$ cat src/sv/apxsim_pkg.sv
// ----------------------------------------------------------------------------
// Approximate substring similarity package
// Operation codes, result constants and the structs shared by the cells,
// the divider and the top level.
// ----------------------------------------------------------------------------
package apxsim_pkg;

   // Operation codes carried by req_op.
   localparam logic [1:0] OP_KEY   = 2'd0;
   localparam logic [1:0] OP_WORD  = 2'd1;
   localparam logic [1:0] OP_END   = 2'd2;
   localparam logic [1:0] OP_CLEAR = 2'd3;

   // Result constants.
   localparam logic [7:0] SIM_ONE_EDIT = 8'd90;
   localparam logic [7:0] SIM_EMPTY    = 8'hFF;
   localparam int         PCT_SCALE    = 100;
   localparam logic [6:0] DIST_MAX     = 7'd127;

   // Broadcast control seen by one cell of the row.
   typedef struct packed {
      logic       clear;
      logic       key_we;
      logic [7:0] key_ch;
   } cell_ctrl_type;

   // Divider status.
   typedef struct packed {
      logic busy;
      logic done;
   } div_status_type;

endpackage

$ cat src/sv/apxsim_div.sv
// ----------------------------------------------------------------------------
// Approximate substring similarity: score divider
// Restoring divider that yields one quotient bit per cycle. The quotient is
// given as it will stand after the current step, so it is complete in the
// cycle in which done is high.
// ----------------------------------------------------------------------------
module apxsim_div
   import apxsim_pkg::*;
#(
   parameter int NW = 13,
   parameter int LW = 7
) (
   input  logic           clock,
   input  logic           reset,
   input  logic           start,
   input  logic [NW-1:0]  num,
   input  logic [LW-1:0]  den,
   output div_status_type status,
   output logic [NW-1:0]  quo
);

   localparam int CW = $clog2(NW + 1);

   logic [CW-1:0] cnt_ff;
   logic [CW-1:0] cnt_in;
   logic [LW-1:0] rem_ff;
   logic [LW-1:0] rem_in;
   logic [NW-1:0] quo_ff;
   logic [NW-1:0] quo_in;
   logic [LW-1:0] den_ff;

   logic [LW:0] trial;
   logic [LW:0] diff;
   logic        fits;

   assign trial = {rem_ff, quo_ff[NW-1]};
   assign diff  = trial - {1'b0, den_ff};
   assign fits  = trial >= {1'b0, den_ff};

   always_comb begin
      cnt_in = cnt_ff;
      rem_in = rem_ff;
      quo_in = quo_ff;
      if (start) begin
         cnt_in = CW'(NW);
         rem_in = '0;
         quo_in = num;
      end else if (cnt_ff != '0) begin
         cnt_in = cnt_ff - CW'(1);
         rem_in = fits ? diff[LW-1:0] : trial[LW-1:0];
         quo_in = {quo_ff[NW-2:0], fits};
      end
   end

   always_ff @(posedge clock) begin
      rem_ff <= rem_in;
      quo_ff <= quo_in;
      if (start) begin
         den_ff <= den;
      end
      if (reset) begin
         cnt_ff <= '0;
      end else begin
         cnt_ff <= cnt_in;
      end
   end

   assign status.busy = (cnt_ff != '0);
   assign status.done = (cnt_ff == CW'(1));
   assign quo         = quo_in;

`ifndef SYNTH
   a_start_idle: assert property (@(posedge clock) disable iff (reset)
      start |-> (cnt_ff == '0))
      else $error("divider started while busy");

   a_den_nonzero: assert property (@(posedge clock) disable iff (reset)
      (cnt_ff != '0) |-> (den_ff != '0))
      else $error("divider running on a zero divisor");

   a_done_ends: assert property (@(posedge clock) disable iff (reset)
      status.done |=> !status.busy)
      else $error("divider kept running after its last step");
`endif

endmodule

$ cat config.mk
export PLATFORM = sky130hd
export DESIGN_NAME = apxsim_div
export DESIGN_NICKNAME = d
export VERILOG_FILES = /design/src/sv/apxsim_pkg.sv /design/src/sv/apxsim_div.sv
export SDC_FILE = /design/constraint.sdc
export NUM_CORES = 1
export LEC_CHECK = 0
export BUFFER_PORTS_ARGS = -buffer_cell sky130_fd_sc_hd__buf_4
export CORE_AREA = 2 2 80 82
export CTS_CLUSTER_DIAMETER = 80
export DETAILED_ROUTE_END_ITERATION = 16
export DIE_AREA = 0 0 82 84
export SYNTH_ARGS = -nofsm -noshare
export SYNTH_HDL_FRONTEND = slang
export SYNTH_SLANG_ARGS = --single-unit
$ cat constraint.sdc
create_clock -name clock -period 2.21 [get_ports clock]
set_input_delay 0.221 -clock clock [delete_from_list [all_inputs] [get_ports clock]]
set_output_delay 0.221 -clock clock [all_outputs]
set_load 0.02 [all_outputs]
# Word-level counts from Yosys, hierarchy flattened

Cells that the tools add are included.
Widths: inputs -> output; s select.

Register bits after elaboration: 31
Output and inout bits: 15
Word-level logic and storage cells: 17

$add $sub $neg: 2
Magnitude comparators: 1
Eq/ne operators: 1
Multiplexer cells: 5
Reductions and logical operators: 3

Operator list:

| cell                | count |
|---|---|
| $mux 13             | 2 |
| $ge 8x7->1          | 1 |
| $mux 4              | 2 |
| $mux 7              | 1 |
| $sub 7x7->7         | 1 |
| $eq 4x1->1 const B  | 1 |
| $reduce_bool 4->1   | 1 |
| $sub 4x1->4 const B | 1 |
| $reduce_bool 2->1   | 1 |
| $reduce_or 2->1     | 1 |

# Logic depth before layout (Yosys ltp)

Gate-level depths: netlist of the first run.

Depth after elaboration: 3
Mapped depth: 8
Gate-level depth less buffers: 8

# Least setup slack after synthesis of the first run

No wires, ideal clock.

Path type: register to output
Start: register cnt_ff[0]
End: output port quo[10]
Arrival time: 1,748 ps
Required time: 1,989 ps
Setup slack: 241 ps
Stages on the path, launching flop included: 8
Path buffers: 1
Path through: dfxtp_1 -> inv_1 -> ha_1 -> nor3b_2 -> inv_2 -> buf_2 -> mux2i_1 -> o21ai_0

Longest elaborated chain between the ends: 3

RTL lines:

| what                     | line             | source |
|---|---|---|
| start: declaration       | apxsim_div.sv:24 | `logic [CW-1:0] cnt_ff;` |
| start signal: assignment | apxsim_div.sv:64 | `cnt_ff <= cnt_in;` |
| $reduce_bool 4->1        | apxsim_div.sv:48 | `end else if (cnt_ff != '0) begin` |
| $mux 13                  | apxsim_div.sv:48 |  |
| $mux 13                  | apxsim_div.sv:44 | `if (start) begin` |
| end: declaration         | apxsim_div.sv:19 | `output logic [NW-1:0] quo` |

No other way between the ends.

# Worst setup path after layout of the first run

Start: register den_ff[0]
End: output port quo[0]

Longest elaborated chain between the ends: 3

RTL lines:

| what                     | line             | source |
|---|---|---|
| start: declaration       | apxsim_div.sv:30 | `logic [LW-1:0] den_ff;` |
| start signal: assignment | apxsim_div.sv:59 | `den_ff <= den;` |
| $ge 8x7->1               | apxsim_div.sv:38 | `assign fits = trial >= {1'b0, den_ff};` |
| $mux 13                  | apxsim_div.sv:48 |  |
| $mux 13                  | apxsim_div.sv:44 |  |

No other way between the ends.

==> results of run 1 <==
power by group through the flow:
stage	Combinational (mW)	Sequential [mW]	Clock, mW
after floorplan	0.822	0.749	0
after detailed placement	1.09	0.776	0
after global placement	1.09	0.776	0
after global routing	1.27	0.783	0.475
final	1.16	0.768	0.444
after CTS	1.12	0.766	0.457
area by class of cell:
type | count | area [µm²] | area share (%)
Multi-Input combinational cell | 128 | 1020 | 44.4
Inverter | 15 | 58.8 | 2.56
Sequential cell | 31 | 692 | 30.2
Clock inverter | 1 | 5.00 | 0.218
Timing Repair Buffer | 45 | 342 | 14.9
Clock buffer | 6 | 82.6 | 3.60
Tap cell | 77 | 96.3 | 4.20
state kept, by name, indices dropped and copies added, names as in the netlist:
| signal | cells |
|---|---|
| quo_ff | 13 |
| den_ff | 7 |
| rem_ff | 7 |
| cnt_ff | 4 |
critical path, delay by kind of cell, from the launching register on:
kind,cells,cell delay (ns)
compound gates,2,0.43
fa+ha+maj,2,0.43
buf+inv,2,0.24
flops,1,0.37
simple gates,2,0.15
synthesized netlist by cell type, drive strengths merged (2+ instances only):
cell type	instances
nor2b	3
buf	3
and3	4
nor3	4
a41oi	2
dfxtp	24
inv	15
o21a	2
a21oi	9
mux2i	12
ha	9
nand3	4
nor2	5
nand2	16
o21ai	20
a31oi	2
nor3b	5
xnor2	2
o31ai	2
clkbuf	5
edfxtp	7
routing by layer:
metal / GRT usage (%) / vias to the layer above
met5: 0 / -
met4: 5.76 / 0
met3: 3.90 / 12
met2: 18.6 / 37
met1: 16.0 / 679
li1: - / 755
cells by family after synthesis:
group,share of synthesized area [%]
xor gates and xnor gates,1.49
adders and majority gates,7.51
and+or+nand+nor,16.8
AOI/OAI and AO/OA,22.5
DFF,39.1
buffers and inverters,5.17
muxes,7.44
final timing paths:
| path | cells past startpoint | slack [ns] | endpoint |
|---|---|---|---|
| hold reg to reg | 2 | 0.51 | cnt_ff[1] |
| setup reg to reg | 9 | 0.27 | rem_ff[0] |
| hold / removal | 1 | 0.11 | den_ff[1] |
| setup / recovery | 8 | 0.08 | quo[0] |
per-stage QoR:
stage	power (mW)	util, %	worst slack (ns)	setup TNS (ns)
finish	2.37	37.6	0.0784	0
global route	2.53	37.6	-0.0317	-0.129
CTS	2.35	36.9	-0.0358	-0.0358
detailed placement	1.86	35.2	0.244	0
global placement	1.86	35.2	0.275	0
floorplan	1.57	-	0.241	0
timing repair:
item                                    4_1_cts  5_1_grt
endpoints found under the setup margin        7       13
buffers inserted                              0        3
pin swaps                                     0        4
gates resized for setup                       5       13
==> summary.md, run 1 <==
| Metric | Value |
|---|---|
| 1st-iter DRT viols | 69 |
| Final nets | 259 |
| Cts hold-fix bufs | 0 |
| Slew margin rel. | 79.4% |
| Fmax | 469 MHz |
| Slew @ Worst Pin | 0.301 ns |
| Crit end category | output port |
| CTS Buffer Depth | 2 |
| Htree depth | 2 |
| GRT Overall Usage | 12.4% |
| Vias/cell | 4.89 |
| Metal2 WL | 1810 µm |
| Post-Syn Area | 1770 µm² |
| Post-synth top area share | 27.2% |
| Clock power share | 18.7% |
| WS Path Type | register to output port |
| Tmin final | 2.13 ns |
| Initial Util | 29.0% |
| Sequential element share of the synthesized area | 39.1% |
| RSZ-0062 raised after global routing | yes |
| Placement Cell Area | 2140 µm² |
| First-pass GRT wire length | 6640 µm |
| EDFF count, synth | 7 |
| Drt wl/cell | 12.9 µm |
| Filler cell count | 607 |
| Root buf cell | clkbuf_8 |
| Critical hold path startpoint | den[1] |
| Tcrit/Tclk final | 96.5% |
| Worst Path Arrival | 1.91 ns |
| Highest routed layer | met4 |
| Cells after Synth | 182 |
| Main synth FF type | dfxtp_1 |
| Design area | 2290 µm² |
| IR drop worst, VDD | 0.000545 V |
| Syn Area/Cell | 9.71 µm² |
| Worst-Skew Late Latency | 0.28 ns |
| Synth warn | 0 |
| Routability Congestion | 0.816 |
| I/O Pins | 38 |
| Initial antenna violation count | 0 |
| Synth area leaders | dfxtp_1, edfxtp_1, mux2i_1 |
| Final setup violating endpoints | 0 |
| CP max-delay cell | edfxtp_1 |
| Die Ht | 84 µm |
| Worst Hold Class | primary input to register |
| N_diodes | 0 |
| Crit path launch type | register |
| Share of post-route cells with drive strength above 1 | 34.1% |
| Slowest stage delay, CP | 0.37 ns |
| Most frequent cells in the layout | buf_4, dfxtp_1, nand2_1 |
| DRC viols | 0 |
| CP cell instances | ha_2, inv_2, fa_2, nand3_4, a31oi_4, nor3_2, o31ai_2, buf_4 |
| Final clock skew | 0.00482 ns |
| Grt total ovfl | 0 |
| Internal Pwr Total | 1.46 mW |
| Syn_nets | 215 |
| Sw Ratio | 38.5% |
| Placeable core area | 6100 µm² |
| Total Wirelength | 3920 µm |
| Placed insts | 293 |
| Final hold vios | 0 |
| Synth Register Bits | 31 |
| Number of max-cap violations | 0 |
| Combinational power share | 48.8% |
| Leakage power | 1.01 nW |
| Final Non-Filler Cells | 303 |
| CTS buffer count | 5 |
| M1 wire length | 1780 µm |
| Sequential Power Share | 32.5% |
| Crit path launch | den_ff[0] |
| Vias after detailed routing | 1483 |
| Vias in the first global route | 1467 |
| Die area | 6890 µm² |
| Layout area overhead | 29.9% |
| Final Max Tran Viols | 0 |
| RR Startpoint | quo_ff[12] |
| Die width | 82 µm |
| Async set-reset flop share out of synthesis | 0% |
| Commonest non-fill, non-tap cell in the layout | buf_4 |
| Psw | 912 µW |
| Top cell type by total area after synthesis | dfxtp_1 |
| Worst Path Required | 1.99 ns |
| Pwr/cell area | 1030 nW/µm² |
| Final ANT Viol Nets | 0 |
| Port bufs | 37 |
| Crit path max fanout | 2 |
| Largest net degree at the start of global routing | 30 |
| Row cnt | 29 |
| Met3 wire len | 214 µm |
| Hold slack | 0.114 ns |
| HPWL after detailed placement | 2910 µm |
| Status | finished clean |
| # clock sinks | 31 |
| Post-synthesis cell type count | 58 |
| Pre-antenna DRT Iters | 4 |
| CTS clock-pin slew for the worst setup and hold paths | 0.06 ns |
| CTS tree | yes |
Power figures use the tool's default switching activity.
==> inputs of run 2 (changes only) <==
--- a/config.mk
+++ b/config.mk
@@ -5,11 +5,12 @@
 export SDC_FILE = /design/constraint.sdc
 export NUM_CORES = 1
 export LEC_CHECK = 0
+export ABC_AREA = 1
 export BUFFER_PORTS_ARGS = -buffer_cell sky130_fd_sc_hd__buf_4
-export CORE_AREA = 2 2 80 82
+export CORE_AREA = 2 2 78 80
 export CTS_CLUSTER_DIAMETER = 80
 export DETAILED_ROUTE_END_ITERATION = 16
-export DIE_AREA = 0 0 82 84
+export DIE_AREA = 0 0 80 82
 export SYNTH_ARGS = -nofsm -noshare
 export SYNTH_HDL_FRONTEND = slang
 export SYNTH_SLANG_ARGS = --single-unit
==> run 2 against run 1 <==
Net effect:
- synthesized cell count increased by 23%
- synthesized area fell by 5.4%
- critical path type unchanged
- highest routed layer unchanged
- clock skew decreased by 0.0016 ns
- maximum frequency is 2.0% higher
- clock power increased by 20%
- cell count grew 13%
- global-route usage grew 0.20 points
- final area fell by 4.6%
- utilization is 0.44 points higher
- hold slack worse by 0.021 ns
==> summary.md, run 2 <==
| Metric | Value |
|---|---|
| # clock sinks | 31 |
| EDFF count, synth | 7 |
| Leakage power | 1.10 nW |
| Htree depth | 2 |
| Commonest non-fill, non-tap cell in the layout | nand2_1 |
| Status | finished clean |
| Final nets | 299 |
| Syn_nets | 257 |
| Routability Congestion | 0.876 |
| Pwr/cell area | 1050 nW/µm² |
| Post-Syn Area | 1670 µm² |
| Drt wl/cell | 11.1 µm |
| Final Non-Filler Cells | 342 |
| Port bufs | 37 |
| Vias/cell | 4.45 |
| Final TNS setup | 0 ns |
| Grt met3 use | 3.85% |
| Crit path launch type | register |
| DRC viols | 0 |
| Total power | 2.30 mW |
| Largest net degree at the start of global routing | 31 |
| Tmin final | 2.09 ns |
| Final clock skew | 0.00323 ns |
| I/O Pins | 38 |
| Number of max-cap violations | 0 |
| Worst setup margin | 0.121 ns |
| Grt total ovfl | 0 |
| IR drop worst, VDD | 0.000397 V |
| Top cell type by total area after synthesis | dfxtp_1 |
| RSZ-0062 raised after global routing | no |
| Fmax | 479 MHz |
| Placed insts | 334 |
| Async set-reset flop share out of synthesis | 0% |
| Worst-Skew Late Latency | 0.28 ns |
| Tcrit/Tclk final | 94.5% |
| First-pass GRT wire length | 6290 µm |
| Grt met2 use | 21.4% |
| Initial Util | 29.1% |
| Synth top cells by count | nand2_1, inv_1, dfxtp_1, nor2_1, nand3_1 |
| N_diodes | 0 |
| GRT Overall Usage | 12.6% |
| Initial antenna violation count | 0 |
| Largest regs | quo_ff (13), den_ff (7), rem_ff (7) |
| Syn Area/Cell | 7.46 µm² |
| Share of post-route cells with drive strength above 1 | 23.2% |
| Pre-antenna DRT Iters | 5 |
| Hold slack | 0.0926 ns |
| Synth Register Bits | 31 |
| Met1 usage | 15.2% |
| Setup WS pre-CTS | 0.286 ns |
| Die width | 80 µm |
| Placement Cell Area | 2060 µm² |
| Die Ht | 82 µm |
| 1st-iter DRT viols | 83 |
| Worst Path Required | 1.99 ns |
| Post-synth top area share | 28.7% |
| Root buf cell | clkbuf_8 |
| Reg with most FFs | quo_ff |
| Most frequent cells in the layout | nand2_1, buf_4, inv_1 |
| Post-synthesis cell type count | 30 |
| Synth area leaders | dfxtp_1, nand2_1, edfxtp_1 |
| Final Max Tran Viols | 0 |
| Crit end category | output port |
| Design area | 2190 µm² |
| CTS Buffer Depth | 2 |
| Most numerous cell in the Yosys netlist | nand2_1 |
| Cts hold-fix bufs | 0 |
| Worst Hold Class | primary input to register |
| Main synth FF type | dfxtp_1 |
| Crit path max fanout | 3 |
| Total Wirelength | 3780 µm |
| WS Path Type | register to output port |
| Slew @ Worst Pin | 0.312 ns |
| Final ANT Viol Nets | 0 |
| Final setup violating endpoints | 0 |
| Layout area overhead | 30.9% |
| Final hold vios | 0 |
| Slew margin rel. | 79.2% |
| Row cnt | 28 |
| Most used routing layer | met2 |
| Final Util | 38.1% |
| Cells after Synth | 224 |
| HPWL after detailed placement | 2790 µm |
| Synth warn | 0 |
| Worst Path Arrival | 1.87 ns |
| Vias in the first global route | 1360 |
| Max reg flops | 13 |
| Die area | 6560 µm² |
| CTS clock-pin slew for the worst setup and hold paths | 0.07 ns |
| Placeable core area | 5750 µm² |
| CTS buffer count | 5 |
| Vias after detailed routing | 1521 |
| CTS tree | yes |
| Sequential element share of the synthesized area | 41.3% |
[run 2: changes by cell type after synthesis, moves of 5 or more]
cell     previous run  this run
a31oi_1             1        12
mux2i_1            12         0
o21ai_0            15        10
nand3_1             3        16
inv_1              14        33
nand2_1            16        57
nor2_1              4        24
[run 2: final cells by class]
class                      count  area [µm²]
clock inverter                 1        5.00
sequential                    31         691
inverter                      33         124
clock buffer                   7         108
tap                           75        93.8
timing repair buffer          42         335
multi-input combinational    153         832
fill                         605        3560
[run 2: kinds of logic (layout without fill, tap and decap cells)]
kind of cell	after synthesis	in the layout	share of synthesized area, %
AOI/OAI and AO/OA	31	31	11.2
xor gates and xnor gates	3	3	1.57
adders and majority gates	10	10	7.93
buffers and inverters	40	83	9.58
DFF	31	31	41.3
and+or+nand+nor	109	109	28.4
[run 2: repair_timing]
action | CTS | global route
pin swaps | 0 | 0
endpoints found under the setup margin | 1 | 9
resized for setup | 2 | 6
buffers inserted | 0 | 0
endpoints found under the hold margin | 0 | 0
[run 2: per-layer routing]
| layer | up-vias | part of all wire (%) |
|---|---|---|
| met2 | 30 | 50 |
| met1 | 683 | 44 |
| met3 | 4 | 4.6 |
| li1 | 804 | - |
| met5 | - | 0 |
| met4 | 0 | 0.85 |
[run 2: final timing paths]
path / start / cells past startpoint / slack (ns) / endpoint
worst max-delay path: quo_ff[12] / 11 / 0.12 / quo[0]
worst min-delay path: reset / 2 / 0.09 / cnt_ff[2]
worst max register to register: quo_ff[12] / 13 / 0.41 / rem_ff[2]
worst min register to register: quo_ff[4] / 2 / 0.50 / quo_ff[4]
[run 2: where the power goes]
group	switching [mW]	internal [mW]	total, mW
clock network	0.215	0.319	0.534
registers	0.0800	0.691	0.771
logic	0.584	0.411	0.995
[run 2: worst max-delay path, stage by stage (launching register included)]
cell and delay [ns]:
dfxtp_1 0.32, inv_1 0.05, ha_1 0.13, inv_1 0.06
fa_2 0.37, nand3_2 0.10, nand3_1 0.09, nand2_2 0.08
nand3_2 0.09, inv_2 0.07, o21ai_2 0.06, buf_4 0.16
