==> src/sv/apxsim_pkg.sv <==
// ----------------------------------------------------------------------------
// Approximate substring similarity package
// Operation codes, result constants and the structs shared by the cells,
// the divider and the top level.
// ----------------------------------------------------------------------------
package apxsim_pkg;

   // Operation codes carried by req_op.
   localparam logic [1:0] OP_KEY   = 2'd0;
   localparam logic [1:0] OP_WORD  = 2'd1;
   localparam logic [1:0] OP_END   = 2'd2;
   localparam logic [1:0] OP_CLEAR = 2'd3;

   // Result constants.
   localparam logic [7:0] SIM_ONE_EDIT = 8'd90;
   localparam logic [7:0] SIM_EMPTY    = 8'hFF;
   localparam int         PCT_SCALE    = 100;
   localparam logic [6:0] DIST_MAX     = 7'd127;

   // Broadcast control seen by one cell of the row.
   typedef struct packed {
      logic       clear;
      logic       key_we;
      logic [7:0] key_ch;
   } cell_ctrl_type;

   // Divider status.
   typedef struct packed {
      logic busy;
      logic done;
   } div_status_type;

endpackage

==> src/sv/apxsim_cell.sv <==
// ----------------------------------------------------------------------------
// Approximate substring similarity: one cell of the row
// Holds one key byte and one entry of the edit-distance column, and passes
// each word byte on to its neighbour in the following cycle.
// ----------------------------------------------------------------------------
module apxsim_cell
   import apxsim_pkg::*;
#(
   parameter int DW  = 7,
   parameter int POS = 1
) (
   input  logic          clock,
   input  logic          reset,
   input  cell_ctrl_type ctrl,
   input  logic          in_valid,
   input  logic [7:0]    in_ch,
   input  logic [DW-1:0] in_diag,
   input  logic [DW-1:0] in_left,
   output logic          out_valid,
   output logic [7:0]    out_ch,
   output logic [DW-1:0] out_old,
   output logic [DW-1:0] out_new
);

   localparam logic [DW-1:0] POS_V = DW'(POS);

   logic [7:0]    key_ff;
   logic [DW-1:0] dp_ff;
   logic [DW-1:0] dp_in;
   logic          valid_ff;
   logic [7:0]    ch_ff;
   logic [DW-1:0] old_ff;
   logic [DW-1:0] new_ff;

   logic [DW-1:0] up;
   logic [DW-1:0] by_del;
   logic [DW-1:0] by_sub;
   logic [DW-1:0] by_ins;
   logic [DW-1:0] best;

   // A new word starts from the position itself.
   assign up     = ctrl.clear ? POS_V : dp_ff;
   assign by_del = up + DW'(1);
   assign by_sub = in_diag + DW'(key_ff != in_ch);
   assign by_ins = in_left + DW'(1);

   always_comb begin
      best = by_del;
      if (by_sub < best) begin
         best = by_sub;
      end
      if (by_ins < best) begin
         best = by_ins;
      end
   end

   always_comb begin
      dp_in = dp_ff;
      if (in_valid) begin
         dp_in = best;
      end else if (ctrl.clear) begin
         dp_in = POS_V;
      end
   end

   always_ff @(posedge clock) begin
      if (ctrl.key_we) begin
         key_ff <= ctrl.key_ch;
      end
      dp_ff  <= dp_in;
      ch_ff  <= in_ch;
      old_ff <= up;
      new_ff <= best;
      if (reset) begin
         valid_ff <= 1'b0;
      end else begin
         valid_ff <= in_valid;
      end
   end

   assign out_valid = valid_ff;
   assign out_ch    = ch_ff;
   assign out_old   = old_ff;
   assign out_new   = new_ff;

endmodule

==> config.mk <==
export PLATFORM = sky130hd
export DESIGN_NAME = apxsim_cell
export DESIGN_NICKNAME = d
export VERILOG_FILES = /design/src/sv/apxsim_pkg.sv /design/src/sv/apxsim_cell.sv
export SDC_FILE = /design/constraint.sdc
export NUM_CORES = 1
export LEC_CHECK = 0
export BUFFER_PORTS_ARGS = -buffer_cell sky130_fd_sc_hd__buf_2
export CORE_MARGIN = 10
export CORE_UTILIZATION = 51
export DETAILED_ROUTE_END_ITERATION = 10
export PLACE_DENSITY = 0.81
export SLEW_MARGIN = 20
export SYNTH_ARGS = -nofsm -noshare
export SYNTH_HDL_FRONTEND = slang
export SYNTH_SLANG_ARGS = --single-unit
==> constraint.sdc <==
create_clock -name clock -period 8.2 [get_ports clock]
set_clock_uncertainty 0.05 [all_clocks]
set_input_delay 1.64 -clock clock [delete_from_list [all_inputs] [get_ports clock]]
set_output_delay 1.64 -clock clock [all_outputs]
set_load 0.03 [all_outputs]
Word-level counts from Yosys, hierarchy flattened:

Cells that the tools add are included.
W data, S select, Z words.

* add/subtract/negate cells: 3
* order comparisons: 2
* equal/unequal tests: 1
* muxes and demuxes: 4

Operators with widths (number)
* $mux W7: 4
* $add A7 B1 Y7 const B: 2
* $lt A7 B7 Y1: 2
* $ne A8 B8 Y1: 1
* $add A7 B1 Y7: 1

* bits in registers: 38
* bits of input ports: 35
* logic and storage cells: 16

Logic depth before layout (Yosys ltp):

Gate-level depths: netlist of run 1.

* depth in word-level cells: 7
* depth in mapped cells: 22

Worst setup path after synthesis of run 1:

OpenSTA, ideal clock, no wires.

* kind: input -> register
* start point: in ctrl[9] (netlist bit)
* end point: reg dp_ff[2]
* library setup time: 121 ps
* arrival time: 6003 ps
* path slack: 2026 ps
* stages: 21
* buffers on the path: 2
* path through: bufbuf_16 -> nor2b_1 -> ha_1 -> nand2_1 -> or3_2 -> a21oi_1 -> inv_1 -> ha_1 -> a21oi_1 -> o21ai_0 -> or2_1 -> buf_6 -> mux2_4 -> inv_1 -> ha_1 -> and3_1 -> o21ai_0 -> nand4_1 -> o211ai_4 -> mux2_2 -> mux2_2

* cells in the longest elaborated chain, start to end: 7

RTL lines
* start, declared: RTL line apxsim_cell.sv:14 `input cell_ctrl_type ctrl,`
* $mux W7 *
* via up[1]: RTL line apxsim_cell.sv:35 `logic [DW-1:0] up;`
* $add A7 B1 Y7 *: RTL line apxsim_cell.sv:43 `assign by_del = up + DW'(1);`
* $lt A7 B7 Y1: RTL line apxsim_cell.sv:49 `if (by_sub < best) begin`
* $mux W7 *: RTL line apxsim_cell.sv:49
* $lt A7 B7 Y1: RTL line apxsim_cell.sv:52 `if (by_ins < best) begin`
* $mux W7 *: RTL line apxsim_cell.sv:52
* via best[2]: RTL line apxsim_cell.sv:39 `logic [DW-1:0] best;`
* $mux W7 *: RTL line apxsim_cell.sv:59 `if (in_valid) begin`
* via dp_in[2]: RTL line apxsim_cell.sv:29 `logic [DW-1:0] dp_in;`
* end signal, assigned: RTL line apxsim_cell.sv:70 `dp_ff <= dp_in;`
* end, declared: RTL line apxsim_cell.sv:28 `logic [DW-1:0] dp_ff;`

Mark *: on every way through the listed nets, which the timed path passes. The rest lies on a longest branch.
A chain may end at the register's enable or synchronous reset.

Worst setup path in the final report of run 1:

* start point: in in_ch[3]
* end point: reg dp_ff[2]

* cells in the longest elaborated chain, start to end: 7

RTL lines
* start, declared: RTL line apxsim_cell.sv:16 `input logic [7:0] in_ch,`
* $ne A8 B8 Y1 *: RTL line apxsim_cell.sv:44 `assign by_sub = in_diag + DW'(key_ff != in_ch);`
* $add A7 B1 Y7 *: RTL line apxsim_cell.sv:44
* $lt A7 B7 Y1: RTL line apxsim_cell.sv:49
* $mux W7 *: RTL line apxsim_cell.sv:49
* $lt A7 B7 Y1: RTL line apxsim_cell.sv:52
* $mux W7 *: RTL line apxsim_cell.sv:52
* via best[2]: RTL line apxsim_cell.sv:39
* $mux W7 *: RTL line apxsim_cell.sv:59
* via dp_in[2]: RTL line apxsim_cell.sv:29

Marked as above.

==> results of run 1 <==
[cell usage in the layout (no fill, tap or decap), drive strengths merged, types with 5 or more instances in the layout]
cell type,netlist,layout
dfxtp,30,30
buf,1,57
inv,12,12
nor2,5,5
clkbuf,1,6
ha,16,16
xnor2,5,5
nor2b,7,7
edfxtp,8,8
nand3,10,10
a21oi,8,8
xor2,16,16
nand2,6,6
mux2,17,17
[worst min path at each step]
stage                                     to              from  slack, ps
after CTS                 out_old[6]$_DFF_P_  dp_ff[6]$_DFF_P_        460
after detailed placement  out_old[6]$_DFF_P_  dp_ff[6]$_DFF_P_        440
final                     out_old[6]$_DFF_P_  dp_ff[6]$_DFF_P_        460
after global placement    out_old[6]$_DFF_P_  dp_ff[6]$_DFF_P_        440
after global routing      out_old[6]$_DFF_P_  dp_ff[6]$_DFF_P_        480
after floorplan           out_old[6]$_DFF_P_  dp_ff[6]$_DFF_P_        410
[through the flow]
step	instances	hold WS (ps)	cell area, um2	util
floorplan	169	415	1930	-
global placement	271	442	2220	0.607
global route	279	481	2310	0.632
finish	279	456	2310	0.632
CTS	279	457	2310	0.632
detailed placement	271	440	2220	0.607
[kinds of logic after synthesis]
group,share of synthesized area
simple gates,0.114
flops,0.437
xor+xnor,0.0955
mux,0.133
compound gates,0.0689
fa+ha+maj,0.104
buf+inv,0.0481
[flip-flops by register name, summed over array words and instances, names as in the netlist]
signal	count
out_ch	8
dp_ff	7
out_old	7
key_ff	8
out_valid	1
out_new	7
[area by class of cell]
class                           instances  area share
Multi-Input combinational cell        116       0.429
Tap cell                               48      0.0260
Sequential cell                        38       0.363
Clock buffer                            6      0.0357
Inverter                               12      0.0195
Timing Repair Buffer                   57       0.123
Clock inverter                          2     0.00324
[worst max-delay path: stages]
cell	delay, ps
buf_2	110
xor2_1	160
nor4_1	470
nand2_1	170
ha_1	250
ha_1	220
nand2_1	80
nor2_1	50
xor2_1	250
ha_1	310
a21oi_1	160
o21ai_0	170
or2_1	410
mux2_4	350
inv_1	60
ha_1	240
and3_1	150
o21ai_0	330
nand4_1	210
o211ai_4	350
mux2_2	410
mux2_2	270
[power by group]
group,leakage (nW),switching [W],internal (W)
sequential,0.329,0.0000187,0.000233
combinational,0.707,0.000156,0.000112
clock,0.0463,0.0000612,0.0000661
[synth_stat cells, drive strengths merged]
cell,count
a21o,2
a21oi,8
and2,1
and3,3
and4,1
buf,1
bufbuf,1
clkbuf,1
dfxtp,30
edfxtp,8
ha,16
inv,12
mux2,17
mux2i,3
nand2,6
nand3,10
nand4,2
nor2,5
nor2b,7
nor3,1
nor4,2
o2111ai,1
o211ai,2
o21ai,4
o311ai,1
or2,1
or3,2
xnor2,5
xor2,16
[routing by layer]
layer / wire [um] / global-route usage
met1: 1780 / 0.151
met2: 2220 / 0.234
met3: 295 / 0.0557
met4: 45 / 0.0398
met5: 0 / 0
==> results.toml, run 1 <==
[power_and_ir_drop]
p_total_w = 0.000647
ir_drop_v = 0.000177
power_density_mw_per_mm2 = 280
p_leak_nw = 1.08

[layout]
n_fill_cell = 310
area_delta_synth_final_pct = 20.1
multi_input_area_um2 = 992
layout.nets = 281
seqCellArea_um2 = 841
drive_above_1_share = 0.368
insertedDiodeCount = 0

[setup_path]
crit_end = "dp_ff[2]$_DFF_P_"
cp-start-kind = "primary input"
r2r_slack_ps = 2600
timing.rr.end = "dp_ff[2]$_DFF_P_"
r2r-start = "key_ff[3]$_DFFE_PP_"
cp-startpoint = "in_ch[3]"
crit_type = "in2reg"
crit_required_ps = 8330
worstPathArrival_ps = 6810
rr_worst_depth = 21
worstPathMaxFanout = 7
setup.worst_path.end_class = "flop"

[cts]
ctsHoldBuffers = 0
cts-htree-levels = 2
cts-resized-gates = 0
clk_pin_slew_ps = 70
numClockSinks = 38
clockBufferDepth = 2
post_cts_buffers = 0
cts_tree = "built"
clock_latency_ps = 290
cts_made_buffers = 5
cts_root_buf = "clkbuf_8"

[run_status]
status = "finished, final reports clean"

[sta]
slew_headroom = 0.679
fmax_mhz = 150
period_minus_slack_ps = 6680
rsz0062_at_grt = "false"
fin_tns_setup_ps = 0
setup_viol = 0
tightest_slew_ps = 478
setup_slack_ps = 1520
hold_viol = 0
slew_violations = 0
fin_crit_sh = 0.815

[yosys]
ys_top_cells_by_area = "dfxtp_1, edfxtp_1, ha_1"
yosys_warnings = 0
syn-instance-count = 169
ys_ff_latch = 38
yosys.area.top_type = "dfxtp_1"
synth_area_mm2 = 0.00193
post_synth_num_cell_types = 32
synth_nets = 220
synth_top_cell_area_share = 0.312
yosysSeqAreaShare = 0.437
synth_area_per_cell_um2 = 11.4

[placed_design]
gp_congestion = 0.834
pre_cts_slack_ps = 1400
dp_hpwl_mm = 3.57
port_buffers = 57

[min_path]
hp-class = "reg2reg"
whs_path_depth = 1

[floorplan]
die_h_um = 81.4
die_w_um = 81.4
dieArea_mm2 = 0.00663
core-area_mm2 = 0.00366
rows = 22
ios = 58
start_util = 0.526

[global_route]
antenna_found_initial = 0
grt_max_degree = 12
grt_use_total = 0.136
grt_pass1_wl_mm = 6.98
grt-ovfl-total = 0
grt_pass1_vias = 1507

[route]
drt_iter0_drc = 56
num_vias = 1412
drc_errors = 0
vias_per_cell = 5.06
wl_per_cell_um = 15.6
first_pass_iters = 4
antenna_left = 0
wl_mm = 4.35

[job]
max-cap-violations = 0
Power figures use the tool's default switching activity.
==> run 2, diff against run 1 <==
clock period = 6.2 ns   (was 8.2 ns; I/O delays follow)
==> results.toml, run 2 (synthesized netlist as in run 1, its figures left out) <==
[sta]
fin_crit_sh = 0.940
rsz0062_at_grt = "false"
period_minus_slack_ps = 5830
slew_violations = 0
fmax_mhz = 172
slew_headroom = 0.768
tightest_slew_ps = 346
setup_viol = 0
hold_viol = 0

[power_and_ir_drop]
ir_drop_v = 0.000287
power_density_mw_per_mm2 = 378
p_total_w = 0.000898
p_leak_nw = 1.12

[cts]
numClockSinks = 38
cts_tree = "built"
clk_pin_slew_ps = 70
post_cts_buffers = 0
cts_made_buffers = 5
clock_latency_ps = 280
cts-htree-levels = 2
clockBufferDepth = 2
cts_root_buf = "clkbuf_8"

[setup_path]
timing.rr.end = "dp_ff[1]$_DFF_P_"
rr_worst_depth = 21
worstPathMaxFanout = 7
worst_path_largest_cell_delay_ps = 400
cp_cell_sequence = "buf_2 -> xor2_1 -> nor4_1 -> nand2_1 -> ha_1 -> ha_1 -> nand3_1 -> xor2_1 -> inv_1 -> ha_1 -> a21oi_1 -> o21ai_0 -> or2_4 -> mux2_4 -> inv_1 -> ha_1 -> and4_1 -> a21oi_1 -> nand4_1 -> o211ai_4 -> mux2_2 -> mux2_2"
worstPathArrival_ps = 5950
cp_common_cell = "ha_1"
setup.worst_path.end_class = "flop"
r2r-start = "key_ff[3]$_DFFE_PP_"
r2r_slack_ps = 1060
crit_required_ps = 6320
cp-start-kind = "primary input"
crit_type = "in2reg"
slowest_stage = "mux2_2"

[min_path]
hold_start = "dp_ff[6]$_DFF_P_"
whs_path_depth = 1
hold-path-endpoint = "out_old[6]$_DFF_P_"
hp-class = "reg2reg"

[placed_design]
dp.cells = 276
port_buffers = 57
dp_hpwl_mm = 3.55
gp_congestion = 0.861

[layout]
postLayoutCoreUtil = 0.648
multi_input_area_um2 = 995
final_cells = 284
layout.nets = 286
layout_common_cells = "buf_2, dfxtp_1, xor2_1, ha_1, inv_1"
final_common_cell = "buf_2"
drive_above_1_share = 0.394
seqCellArea_um2 = 841
area_delta_synth_final_pct = 23.2
n_fill_cell = 301
insertedDiodeCount = 0

[floorplan]
dieArea_mm2 = 0.00663
start_util = 0.526
die_w_um = 81.4
ios = 58
die_h_um = 81.4
rows = 22
core-area_mm2 = 0.00366

[global_route]
grt_max_degree = 13
grt_pass1_vias = 1468
grt_pass1_wl_mm = 6.62
grt_use_met1 = 0.152
grt.busiest_layer = "met2"
use_met3 = 0.0437
met2_usage = 0.212
antenna_found_initial = 0
grt_use_total = 0.128
grt-ovfl-total = 0

[route]
num_vias = 1424
first_pass_iters = 5
antenna_left = 0
vias_per_cell = 5.01
drc_errors = 0
drt_iter0_drc = 68
wl_mm = 4.25
wl_per_cell_um = 15.0

[job]
max-cap-violations = 0

[run_status]
status = "finished, final reports clean"
==> run 2: cell types whose count changed in the layout (fill, tap and decap cells not counted), sizes merged <==
cell    before  now
buf         57   62
bufinv       0    1
clkbuf       6    5
==> run 2: cell type report <==
class                   count  share of cell area
clock inverters             3              0.0169
clock buffers               5              0.0290
well taps                  48              0.0253
flip-flops and latches     38               0.354
inverters                  12              0.0190
repair buffers             62               0.136
multi-input cells         116               0.419
==> run 2: worst max-delay path by stage <==
stage | from | cells past startpoint | slack [ps] | to
after floorplan | ctrl[9] | 21 | 430 | dp_ff[2]$_DFF_P_
after global placement | in_ch[3] | 22 | 70 | dp_ff[4]$_DFF_P_
after detailed placement | in_ch[3] | 22 | -60 | dp_ff[1]$_DFF_P_
after CTS | in_ch[3] | 22 | 230 | dp_ff[1]$_DFF_P_
after global routing | in_ch[3] | 22 | 70 | dp_ff[2]$_DFF_P_
final | in_ch[3] | 22 | 370 | dp_ff[1]$_DFF_P_
==> run 2: report_power, final <==
group,internal (W),switching (W)
Clock,0.000118,0.0000815
Combinational,0.000158,0.000208
Sequential,0.000308,0.0000247
Total,0.000584,0.000314
==> run 2: per-layer routing <==
metal,wire length [um],vias up
met1,1800,653
li1,-,725
met3,274,5
met4,34,0
met5,0,-
met2,2140,41
==> run 2: timing repair <==
action	4_1_cts	5_1_grt
gates resized for setup	0	2
hold buffers	0	0
setup endpoints to repair	0	6
==> run 2: worst max-delay path: cells and delay by family <==
family | cells | cell delay (ps)
AOI/OAI and AO/OA | 4 | 870
and+or+nand+nor | 6 | 1300
adders and majority gates | 4 | 1000
buffers and inverters | 3 | 230
xor gates and xnor gates | 2 | 330
muxes | 3 | 990
==> run 2: stage by stage <==
step	hold WS (ps)	setup WS (ps)	cell area, um2	TNS (ps)
CTS	460	226	2370	0
finish	456	372	2370	0
floorplan	415	426	1930	0
global route	483	69.3	2370	0
global placement	443	70.8	2260	0
detailed placement	448	-60.5	2260	-176
==> run 3, diff against run 2 <==
PLACE_DENSITY = 0.88   (was 0.81)
==> results.toml, run 3 (synthesized netlist as in run 1, its figures left out) <==
[run_status]
status = "finished, final reports clean"

[placed_design]
dp.cells = 275
gp_congestion = 0.892
pre_cts_slack_ps = 128
dpl_cell_area_mm2 = 0.00225
port_buffers = 57
dp_hpwl_mm = 3.50

[cts]
ctsHoldBuffers = 0
cts-htree-levels = 2
clock_latency_ps = 310
post_cts_buffers = 0
cts_root_buf = "clkbuf_8"
cts-resized-gates = 0
numClockSinks = 38
clk_pin_slew_ps = 70
clockBufferDepth = 2
cts_made_buffers = 5
cts_tree = "built"

[setup_path]
worstPathArrival_ps = 5950
worst_path_largest_cell_delay_ps = 400
crit_type = "in2reg"
slowest_stage = "mux2_2"
worstPathMaxFanout = 7
setup.worst_path.end_class = "flop"
path_buf_inv = 3
cp_cell_sequence = "buf_2 -> xor2_1 -> nor4_1 -> nand2_1 -> ha_1 -> ha_1 -> nand3_1 -> xor2_1 -> inv_1 -> ha_1 -> a21oi_1 -> o21ai_0 -> or2_1 -> mux2_4 -> inv_1 -> ha_1 -> and3_1 -> o21ai_0 -> nand4_1 -> o211ai_4 -> mux2_2 -> mux2_2"
critPathTopFamily = "simple AND/OR/NAND/NOR gates"
crit_required_ps = 6350
cp_common_cell = "ha_1"
cp-start-kind = "primary input"

[power_and_ir_drop]
seq_power_share = 0.366
p_comb_frac = 0.400
swShare = 0.358
power_frac_clock = 0.234
ir_drop_v = 0.000305
p_total_w = 0.000908
p_switching_w = 0.000325
p_leak_nw = 1.11
p_int_w = 0.000583
power_density_mw_per_mm2 = 383

[layout]
layout_common_cells = "buf_2, dfxtp_1, xor2_1, ha_1, inv_1"
insertedDiodeCount = 0
area_delta_synth_final_pct = 22.9
final_cells = 283
drive_above_1_share = 0.387
final_area_mm2 = 0.00237
final_common_cell = "buf_2"
n_fill_cell = 288
layout.nets = 285

[global_route]
grt-ovfl-total = 0
grt_max_degree = 14
grt_use_total = 0.136
antenna_found_initial = 0
grt_pass1_vias = 1500
grt_pass1_wl_mm = 6.85

[sta]
slew_headroom = 0.756
period_minus_slack_ps = 5810
hold_viol = 0
fin_tns_setup_ps = 0
rsz0062_at_grt = "false"
setup_viol = 0
tightest_slew_ps = 362
fin_crit_sh = 0.937
slew_violations = 0
setup_slack_ps = 394
fmax_mhz = 172

[job]
max-cap-violations = 0

[route]
num_vias = 1446
vias_per_cell = 5.11
drt_iter0_drc = 75
antenna_left = 0
drc_errors = 0
wl_per_cell_um = 15.0
wl_mm = 4.25
first_pass_iters = 4

[floorplan]
ios = 58
rows = 22
die_w_um = 81.4
core-area_mm2 = 0.00366
start_util = 0.526
dieArea_mm2 = 0.00663
die_h_um = 81.4

[min_path]
hp-class = "reg2reg"
run 3: cell types whose count changed in the layout (fill, tap and decap cells not counted), sizes merged:
cell / change
buf: -1
clkinv: -2
clkinvlp: +2
run 3: per-stage QoR:
stage,utilization,hold WS (ps)
after floorplan,-,415
after global placement,0.616,438
final,0.647,465
after global routing,0.647,490
after CTS,0.647,466
after detailed placement,0.616,452
run 3: area by class of cell:
cell class,instances,area [um2],share of cell area
Sequential cell,38,841,0.355
Inverter,12,45.0,0.0190
Clock inverter,3,45.0,0.0190
Multi-Input combinational cell,116,992,0.419
Tap cell,48,60.1,0.0254
Timing Repair Buffer,61,315,0.133
Clock buffer,5,68.8,0.0291
run 3: worst reg2reg max path, delay by kind of cell, from the launching register on:
kind	cells	cell delay (ps)
mux	3	1000
compound gates	4	950
xor+xnor	2	340
fa+ha+maj	4	1000
flops	1	380
buf+inv	2	130
simple gates	6	1170
run 3: worst paths after layout:
kind | start | to | slack (ps) | cells after the start
hold / removal | dp_ff[1]$_DFF_P_ | out_old[1]$_DFF_P_ | 460 | 1
hold reg to reg | dp_ff[1]$_DFF_P_ | out_old[1]$_DFF_P_ | 460 | 1
setup / recovery | in_ch[7] | dp_ff[2]$_DFF_P_ | 390 | 22
setup reg to reg | key_ff[6]$_DFFE_PP_ | dp_ff[2]$_DFF_P_ | 1060 | 21
run 3: power by group through the flow:
stage | clock network (W) | registers (W) | logic (W)
global route | 0.000227 | 0.000338 | 0.000399
detailed placement | 0 | 0.000337 | 0.000361
finish | 0.000213 | 0.000332 | 0.000363
CTS | 0.000215 | 0.000332 | 0.000364
global placement | 0 | 0.000336 | 0.000352
floorplan | 0 | 0.000402 | 0.000201
run 3: layer usage:
layer	wire [um]	track usage
met2	1970	0.213
met5	0	0
met4	136	0.0917
met3	368	0.0524
met1	1770	0.150
